**config.mk**
```make
export PLATFORM = sky130hd
export DESIGN_NAME = accel_stillness_detector
export DESIGN_NICKNAME = d
export VERILOG_FILES = /design/src/sv/asd_pkg.sv /design/src/sv/asd_axis_track.sv /design/src/sv/accel_stillness_detector.sv
export SDC_FILE = /design/constraint.sdc
export NUM_CORES = 1
export LEC_CHECK = 0
export BUFFER_PORTS_ARGS = -buffer_cell sky130_fd_sc_hd__buf_2
export CORE_UTILIZATION = 40
export DETAILED_ROUTE_END_ITERATION = 10
export SYNTH_ARGS = -nofsm -noshare
export SYNTH_HDL_FRONTEND = slang
export SYNTH_HIERARCHICAL = 1
export SYNTH_SLANG_ARGS = --single-unit
```
**constraint.sdc**
```tcl
create_clock -name clk -period 5.3 [get_ports clk]
set_clock_uncertainty 0.2 [all_clocks]
set_input_delay 0.265 -clock clk [delete_from_list [all_inputs] [get_ports clk]]
set_output_delay 0.265 -clock clk [all_outputs]
set_load 0.01 [all_outputs]
```
**src/sv/asd_pkg.sv**
```systemverilog
// Shared types and constants for the accelerometer stillness detector.
// No dependencies; imported by asd_axis_track and accel_stillness_detector.
package asd_pkg;

	// Field widths
	localparam int unsigned BYTE_W   = 8;
	localparam int unsigned AXIS_W   = 16;
	localparam int unsigned COUNT_W  = 8;

	// Stream payload widths
	localparam int unsigned IN_DATA_W  = 6 * BYTE_W;
	localparam int unsigned OUT_BITS   = 6 * AXIS_W + 1;
	localparam int unsigned OUT_DATA_W = ((OUT_BITS + BYTE_W - 1) / BYTE_W) * BYTE_W;

	// Configuration port widths
	localparam int unsigned CFG_INDEX_W = 8;
	localparam int unsigned CFG_DATA_W  = 16;

	// Register indexes
	typedef enum logic [CFG_INDEX_W-1:0] {
		REG_MOVE_THRESHOLD    = 8'd0,
		REG_STILL_COUNT_LIMIT = 8'd1
	} cfg_reg_t;

	// Reset values
	localparam logic [AXIS_W-1:0]  MOVE_THRESHOLD_RST    = 16'd13;
	localparam logic [COUNT_W-1:0] STILL_COUNT_LIMIT_RST = 8'd5;
	localparam logic [COUNT_W-1:0] STILL_COUNT_MAX       = '1;

	// Per-axis status from the axis tracker to the top level
	typedef struct packed {
		logic [AXIS_W-1:0] change;
		logic              still;
	} axis_stat_t;

endpackage

```
**src/sv/asd_axis_track.sv**
```systemverilog
// One axis of the stillness detector: previous-sample register, absolute
// difference and threshold compare. Depends on asd_pkg.
module asd_axis_track (
	input  logic                                  clk,
	input  logic                                  arst_n,
	input  logic                                  update,
	input  logic signed [asd_pkg::AXIS_W-1:0]     sample,
	input  logic        [asd_pkg::AXIS_W-1:0]     threshold,
	output asd_pkg::axis_stat_t                   stat
);
	import asd_pkg::*;

	logic signed [AXIS_W-1:0] prev_q;
	logic signed [AXIS_W:0]   diff;
	logic        [AXIS_W:0]   diff_abs;

	// Hold the last accepted sample; zero after reset
	always_ff @(posedge clk or negedge arst_n) begin
		if (!arst_n) begin
			prev_q <= '0;
		end else if (update) begin
			prev_q <= sample;
		end
	end

	// Take the difference one bit wider so it cannot overflow, then fold the sign
	always_comb begin
		diff     = {sample[AXIS_W-1], sample} - {prev_q[AXIS_W-1], prev_q};
		diff_abs = diff[AXIS_W] ? (~diff + 1'b1) : diff;
	end

	assign stat.change = diff_abs[AXIS_W-1:0];
	assign stat.still  = (diff_abs[AXIS_W-1:0] < threshold);

endmodule

```
**src/sv/accel_stillness_detector.sv**
```systemverilog
// Top level of the accelerometer stillness detector: input register, three
// axis trackers, stillness counter and result register. Depends on asd_pkg
// and asd_axis_track.
//
// The block accepts one six-byte sample per clock while the output side is ready
// and returns one result per sample, through the input register and then the
// result register. The counter and the previous-sample registers update as a
// sample moves from the input register to the result register, so samples may
// follow each other in every cycle. A stalled result holds both registers;
// backpressure reaches s_tready in the same cycle. Configuration writes are
// always taken (cfg_ready is high) and unknown register indexes are ignored.
module accel_stillness_detector (
	input  logic                                  clk,
	input  logic                                  arst_n,
	// Sample input
	input  logic                                  s_tvalid,
	output logic                                  s_tready,
	// from bit 0: x_low_byte, x_high_byte, y_low_byte, y_high_byte,
	// z_low_byte, z_high_byte
	input  logic [asd_pkg::IN_DATA_W-1:0]         s_tdata,
	// Result output
	output logic                                  m_tvalid,
	input  logic                                  m_tready,
	// from bit 0: x_value, y_value, z_value, x_change, y_change, z_change,
	// stopped, zero fill
	output logic [asd_pkg::OUT_DATA_W-1:0]        m_tdata,
	// Configuration writes
	input  logic                                  cfg_valid,
	output logic                                  cfg_ready,
	input  logic [asd_pkg::CFG_INDEX_W-1:0]       cfg_index,
	input  logic [asd_pkg::CFG_DATA_W-1:0]        cfg_data
);
	import asd_pkg::*;

	logic [AXIS_W-1:0]     threshold_q;
	logic [COUNT_W-1:0]    limit_q;
	logic                  in_valid_s1;
	logic [IN_DATA_W-1:0]  in_data_s1;
	logic                  out_valid_q;
	logic [OUT_DATA_W-1:0] out_data_q;
	logic [COUNT_W-1:0]    count_q;
	logic [COUNT_W-1:0]    count_next;
	logic                  out_free;
	logic                  advance;
	logic                  all_still;
	logic signed [AXIS_W-1:0] x_value;
	logic signed [AXIS_W-1:0] y_value;
	logic signed [AXIS_W-1:0] z_value;
	axis_stat_t            x_stat;
	axis_stat_t            y_stat;
	axis_stat_t            z_stat;
	logic                  stopped;
	logic [OUT_DATA_W-1:0] out_data_next;

	// Handshake: the result register frees up when empty or being drained
	assign out_free  = !out_valid_q || m_tready;
	assign advance   = in_valid_s1 && out_free;
	assign s_tready  = !in_valid_s1 || out_free;
	assign cfg_ready = 1'b1;
	assign m_tvalid  = out_valid_q;
	assign m_tdata   = out_data_q;

	// Configuration registers
	always_ff @(posedge clk or negedge arst_n) begin
		if (!arst_n) begin
			threshold_q <= MOVE_THRESHOLD_RST;
			limit_q     <= STILL_COUNT_LIMIT_RST;
		end else if (cfg_valid && cfg_ready) begin
			unique case (cfg_index)
				REG_MOVE_THRESHOLD:    threshold_q <= cfg_data[AXIS_W-1:0];
				REG_STILL_COUNT_LIMIT: limit_q     <= cfg_data[COUNT_W-1:0];
				default: ;
			endcase
		end
	end

	// Input register: capture a request whenever the stage can move on
	always_ff @(posedge clk or negedge arst_n) begin
		if (!arst_n) begin
			in_valid_s1 <= 1'b0;
		end else if (s_tready) begin
			in_valid_s1 <= s_tvalid;
		end
	end

	always_ff @(posedge clk) begin
		if (s_tvalid && s_tready) begin
			in_data_s1 <= s_tdata;
		end
	end

	// Assemble little-endian axis values
	assign x_value = {in_data_s1[2*BYTE_W-1:BYTE_W],   in_data_s1[BYTE_W-1:0]};
	assign y_value = {in_data_s1[4*BYTE_W-1:3*BYTE_W], in_data_s1[3*BYTE_W-1:2*BYTE_W]};
	assign z_value = {in_data_s1[6*BYTE_W-1:5*BYTE_W], in_data_s1[5*BYTE_W-1:4*BYTE_W]};

	asd_axis_track u_x (
		.clk       (clk),
		.arst_n    (arst_n),
		.update    (advance),
		.sample    (x_value),
		.threshold (threshold_q),
		.stat      (x_stat)
	);

	asd_axis_track u_y (
		.clk       (clk),
		.arst_n    (arst_n),
		.update    (advance),
		.sample    (y_value),
		.threshold (threshold_q),
		.stat      (y_stat)
	);

	asd_axis_track u_z (
		.clk       (clk),
		.arst_n    (arst_n),
		.update    (advance),
		.sample    (z_value),
		.threshold (threshold_q),
		.stat      (z_stat)
	);

	// Advance the saturating stillness counter, clear it on any movement
	always_comb begin
		all_still = x_stat.still && y_stat.still && z_stat.still;
		if (!all_still) begin
			count_next = '0;
		end else if (count_q == STILL_COUNT_MAX) begin
			count_next = count_q;
		end else begin
			count_next = count_q + 1'b1;
		end
		stopped = (count_next >= limit_q);
	end

	always_ff @(posedge clk or negedge arst_n) begin
		if (!arst_n) begin
			count_q <= '0;
		end else if (advance) begin
			count_q <= count_next;
		end
	end

	// Pack the result
	always_comb begin
		out_data_next = '0;
		out_data_next[OUT_BITS-1:0] = {stopped, z_stat.change, y_stat.change,
			x_stat.change, z_value, y_value, x_value};
	end

	// Result register: hold while stalled
	always_ff @(posedge clk or negedge arst_n) begin
		if (!arst_n) begin
			out_valid_q <= 1'b0;
		end else if (out_free) begin
			out_valid_q <= in_valid_s1;
		end
	end

	always_ff @(posedge clk) begin
		if (advance) begin
			out_data_q <= out_data_next;
		end
	end

	// Movement on any axis clears the counter
	a_clear_on_move: assert property (@(posedge clk) disable iff (!arst_n)
		(advance && !all_still) |=> (count_q == '0))
		else $error("still counter not cleared on movement");

	// Stillness below the ceiling adds exactly one
	a_count_up: assert property (@(posedge clk) disable iff (!arst_n)
		(advance && all_still && (count_q != STILL_COUNT_MAX))
		|=> (count_q == $past(count_q) + 1'b1))
		else $error("still counter did not advance");

	// The stopped flag of a loaded result matches the updated counter
	a_stopped_flag: assert property (@(posedge clk) disable iff (!arst_n)
		advance |=> (out_data_q[OUT_BITS-1] == (count_q >= limit_q)))
		else $error("stopped flag disagrees with still counter");

	// An empty result register never blocks the input side
	a_ready_when_empty: assert property (@(posedge clk) disable iff (!arst_n)
		!out_valid_q |-> s_tready)
		else $error("input stalled with empty result register");

endmodule

```
==> metrics.txt, run 1 <==
f_max 179 MHz; Crit-path slowest cell edfxtp_1; #FFs+latches synth around 230; largest net degree at the start of global routing 92; buffer and inverter count on the worst path 1; Relative slew margins between 20 and 30%; Post-synth ARST share a little over a third; total chip power 0.00744 W; vias in the first global route a little over 10000; final hold violation count 0; CP arrival between 5 and 6 ns; R2R cell count 28; # fillers about 2900; slowest stage delay, CP between 0.3 and 0.4 ns; dominant cells by area after synthesis edfxtp_1 (33%), dfrtp_1 (15%), ha_1 (10%); initial core utilization between 40% and 50%; DP HPWL between 20000 and 25000 um; IO Pins roughly 180; Cell variety after synth just under 100; Max VDD drop around 260 uV; Syn. warnings 6; Multi-input gate area 6310 um^2; die area roughly 34000 um^2; final count of negative-setup-slack endpoints 1; Vias/cell around 5; initial antenna violation count 0; die height between 150 and 200 um; fraction of the cycle the final worst path needs 105%; CP top delay family compound AO/OA/AOI/OAI gates; CTS tree built; H-tree Lvls 1; RSZ-0062 raised after global routing yes; Placed Cells between 1500 and 2000; Worst Max-Slew Pin Slew about 1.1 ns; Mapped Cells roughly 1200; Pleak 7.58 nW; layout cell share with drive strength beyond 1 between 30% and 40%; FF+latch area ~6400 um^2; Most used DFF post-synth edfxtp_1; DR iter-0 viols 623; most frequent CP cell o21a_1; HP Class input pin to flop; Synth area leader edfxtp_1; crit start category flop; final worst setup slack -0.275 ns; Post-Route Utilization a little over half; fin nets approximately 1800; Seq/Total Area, Yosys roughly half; most frequent cells in the layout buf_4 (180), buf_2 (174), edfxtp_1 (145); Clock Path Buffers 3; IO buf count about 180; most common cell after layout, fill and taps aside buf_4; Max Cap Viol 0; first-pass GRT wire length between 50000 and 60000 um; Worst-path clk slew around 0.070 ns; pwr dens around 420 nW/um^2; Avg WL per Cell around 15 um; GRT Overall Usage a little under a fifth; post-synth top area share between 30% and 40%; Worst Hold Depth 3; TritonRoute pass-1 iters 5; Final ANT Viol Nets 0; Setup crit end kind flop; WS Path Type flop to flop; DRC 0; CTS root buffer clkbuf_16; core area around 32000 um^2; detailed-route via count around 10000; fin crit period between 5 and 6 ns; worst skew pair latency 0.55 ns; Max FO, Critical Path 5; Die Width roughly 180 um; failing checks setup timing; Final Non-Filler Cells roughly 2100; Post-synth EDFFs 145; Final Max Slew Viols 0; total CTS buffers 26; Area Overhead vs Synth 33.5%; run status complete, but fails checks; cell depth of the worst setup path 28; synthesized area roughly 13000 um^2; Clock Sinks 227; Routability Congestion slightly below 0.9; row count 66; Total Wirelength 31300 um; required time of the critical path 5.38 ns; GR Overflow Total 0; Mean Syn Cell Area approximately 11 um^2
==> synth_stat cells (all sizes together), types with 4 or more instances <==
| cell type | count |
|---|---|
| o41ai | 4 |
| o21ai | 95 |
| or2 | 9 |
| dfstp | 5 |
| inv | 125 |
| a21oi | 63 |
| and2 | 12 |
| nor4 | 7 |
| a221oi | 4 |
| o21a | 19 |
| nand4b | 4 |
| nand2b | 16 |
| nand3 | 20 |
| a22o | 5 |
| nand4 | 10 |
| ha | 105 |
| nor3 | 18 |
| mux2i | 4 |
| clkbuf | 20 |
| and4 | 5 |
| or3 | 7 |
| edfxtp | 145 |
| and3 | 16 |
| xor2 | 24 |
| a21o | 26 |
| o211ai | 11 |
| nor3b | 7 |
| xnor2 | 38 |
| a211oi | 10 |
| mux2 | 32 |
| nor2b | 9 |
| nand2 | 94 |
| a31oi | 9 |
| o21bai | 4 |
| a2111oi | 8 |
| a21boi | 4 |
| dfrtp | 77 |
| nor2 | 71 |
| buf | 15 |
| o2111ai | 5 |
==> cells by family (layout without fill, tap and decap cells) <==
kind of cell | Yosys count | count (layout) | share of synthesized area (%)
buffers and inverters | 160 | 599 | 4.97
and+or+nand+nor | 316 | 316 | 12.7
DFF | 227 | 227 | 48.8
adders and majority gates | 108 | 108 | 10.5
AOI/OAI and AO/OA | 300 | 300 | 15.7
other | 2 | 9 | 0.0571
muxes | 36 | 36 | 3.07
xor gates and xnor gates | 62 | 62 | 4.27
==> final timing paths <==
path	from	end	slack, ns
worst max-delay path	in_data_s1[0]	m_tdata[96]	-0.27
worst min-delay path	cfg_index[0]	threshold_q[9]	0.04
worst max register to register	in_data_s1[0]	m_tdata[96]	-0.27
worst min register to register	in_data_s1[16]	m_tdata[16]	0.28
max in group asynchronous	arst_n	u_z/prev_q[7]	3.81
min in group asynchronous	arst_n	u_x/prev_q[2]	0.07
==> worst register-to-register path, delay by kind of cell, from the launching register on <==
kind | cells | cell delay, ns
XOR/XNOR | 1 | 0.22
flip-flops | 1 | 0.37
buffers and inverters | 1 | 0.06
AND/OR/NAND/NOR | 5 | 0.88
adder cells (fa/ha/maj) | 4 | 1.05
AO/OA/AOI/OAI | 17 | 2.55
==> routing by layer <==
metal / GRT usage, % / up-vias / part of all wire [%]
li1: - / 5227 / -
met1: 24.8 / 4858 / 47
met2: 32.0 / 197 / 48
met3: 2.52 / 32 / 3.3
met4: 4.37 / 0 / 1.9
met5: 0 / - / 0
==> through the flow <==
step           setup TNS [ns]  cell area (um^2)  worst slack (ns)  hold WS, ns
6_report               -0.275             17500            -0.275       0.0358
5_1_grt                -0.718             17500            -0.621       0.0325
4_1_cts                -0.251             17400            -0.251       0.0181
3_5_place_dp           -0.326             15800            -0.326       0.0944
3_3_place_gp           -0.214             15800            -0.214       0.0892
2_1_floorplan               0             13300            0.0501       -0.231
==> sequential cells by signal, indices dropped and copies added, names as in the netlist <==
signal / cells
threshold_q: 16
m_tdata: 97
u_z/prev_q: 16
u_x/prev_q: 16
u_y/prev_q: 16
in_valid_s1: 1
m_tvalid: 1
in_data_s1: 48
count_q: 8
limit_q: 8
==> cell type report <==
class                   count  share of cell area, %
clock buffers              33                   4.04
flip-flops and latches    227                   36.5
inverters                 125                   2.67
well taps                 442                   3.15
diodes                      1                 0.0143
multi-input cells         830                   35.9
repair buffers            426                   16.8
clock inverters            15                  0.820
==> power breakdown <==
part	internal [W]	switching, W
clock network	0.00104	0.000731
logic	0.00162	0.00170
registers	0.00224	0.000109
total	0.00490	0.00254
==> what timing repair did <==
item | in CTS | in global routing
pin swaps | 20 | 18
resized for setup | 10 | 16
hold buffers | 71 | 0
buffers inserted | 2 | 5
endpoints found under the setup margin | 1 | 5
endpoints found under the hold margin | 113 | 0
Power figures use the tool's default switching activity.
==> inputs of run 2 (changes only) <==
Settings changed: CELL_PAD_IN_SITES_DETAIL_PLACEMENT set to 0, CELL_PAD_IN_SITES_GLOBAL_PLACEMENT set to 1, PLACE_DENSITY_LB_ADDON set to 0.1.
==> metrics.txt, run 2 (synthesis gave the netlist of run 1 again) <==
HP Class input pin to asynchronous set/reset pin; IO buf count roughly 180; Post-Route Utilization a little over half; setup_tns -0.308 ns; detailed-route via count 10400; met3 Use GR under 10%; Total Wirelength about 32000 um; CTS root buffer clkbuf_16; met1 usage around a quarter; initial core utilization slightly above 40%; Worst-path clk slew approximately 0.06 ns; antenna diode count 0; DP HPWL approximately 23000 um; Area Overhead vs Synth 35.1%; M2 GR Usage approximately a third; CP top delay family compound AO/OA/AOI/OAI gates; Clock Path Buffers 3; first-pass GRT wire length 51500 um; fin crit period between 5 and 6 ns; H-tree Lvls 1; WS Path Type flop to flop; RSZ-0062 raised after global routing yes; failing checks setup timing; most common cell after layout, fill and taps aside buf_4; Max VDD drop ~280 uV; initial antenna violation count 0; total chip power ~0.0075 W; GR peak layer met2; Pleak between 7 and 8 nW; Post-Place Setup Slack -0.429 ns; worst skew pair latency roughly 0.53 ns; Die Width between 150 and 200 um; fin nets ~1900; GR Overflow Total 0; GRT Overall Usage a little under a fifth; final worst setup slack -0.308 ns; Max FO, Critical Path 5; f_max ~180 MHz; DRC 0; Crit-path slowest cell edfxtp_1; IO Pins around 180; crit start category flop; Setup crit end kind flop; total CTS buffers 26; pwr dens about 420 nW/um^2; CTS tree built; run status complete, but fails checks; final hold violation count 0; CP arrival 5.69 ns; layout cell share with drive strength beyond 1 about a third; core area between 30000 and 40000 um^2; Clock Sinks ~230; slowest stage delay, CP about 0.36 ns; fraction of the cycle the final worst path needs 106%; vias in the first global route 10300; required time of the critical path 5.38 ns; most frequent cells in the layout buf_4 (212), buf_2 (174), edfxtp_1 (145); DR iter-0 viols around 440; largest net degree at the start of global routing 78; die area ~34000 um^2; Worst Max-Slew Pin Slew approximately 1.1 ns; Relative slew margins about 25%; Final Max Slew Viols 0; Vias/cell between 4 and 5; final count of negative-setup-slack endpoints 1; max reg flops 97; Final ANT Viol Nets 0; Avg WL per Cell 15.0 um; TritonRoute pass-1 iters 5; Routability Congestion approximately 0.85; Max Cap Viol 0; row count 66; die height approximately 180 um; buffer and inverter count on the worst path 1
run 2: power breakdown:
| group | leakage, nW | internal, W | switching, W |
|---|---|---|---|
| clock | 0.410 | 0.00102 | 0.000698 |
| sequential | 2.42 | 0.00224 | 0.000102 |
| combinational | 4.89 | 0.00172 | 0.00171 |
run 2: path summary, 6_finish.rpt:
kind	start	end	slack [ns]	depth (start not counted)
setup / recovery	in_data_s1[0]	m_tdata[96]	-0.31	30
min in group clk	cfg_index[0]	threshold_q[4]	0.04	3
max in group asynchronous	arst_n	limit_q[1]	3.71	3
hold / removal	arst_n	m_tvalid	0.007	2
setup reg to reg	in_data_s1[0]	m_tdata[96]	-0.31	30
hold reg to reg	in_data_s1[0]	m_tdata[0]	0.28	0
run 2: cell type report:
type                            instances  area, um^2
Fill cell                            2918       14700
Sequential cell                       227        6410
Clock inverter                         13        88.8
Timing Repair Buffer                  456        3180
Multi-Input combinational cell        830        6320
Inverter                              125         469
Tap cell                              442         553
Clock buffer                           35         736
run 2: metrics by stage:
stage | std cells | area (um^2) | hold slack, ns
finish | 2128 | 17800 | 0.00710
CTS | 2122 | 17600 | 0.000816
floorplan | 1217 | 13300 | -0.231
global placement | 2005 | 16100 | 0.0200
detailed placement | 2005 | 16100 | 0.0254
global route | 2128 | 17800 | 0.0192
run 2: timing repair:
item / in CTS / in global routing
hold buffers: 68 / 0
gates resized for setup: 7 / 22
hold endpoints to repair: 100 / 0
pin swaps: 21 / 23
setup endpoints to repair: 4 / 6
setup buffers: 1 / 6
run 2: routing by layer:
metal | share of wire [%] | wire length, um
met3 | 3.9 | 1260
met4 | 1.8 | 583
met2 | 47 | 15000
met1 | 47 | 15100
met5 | 0 | 0
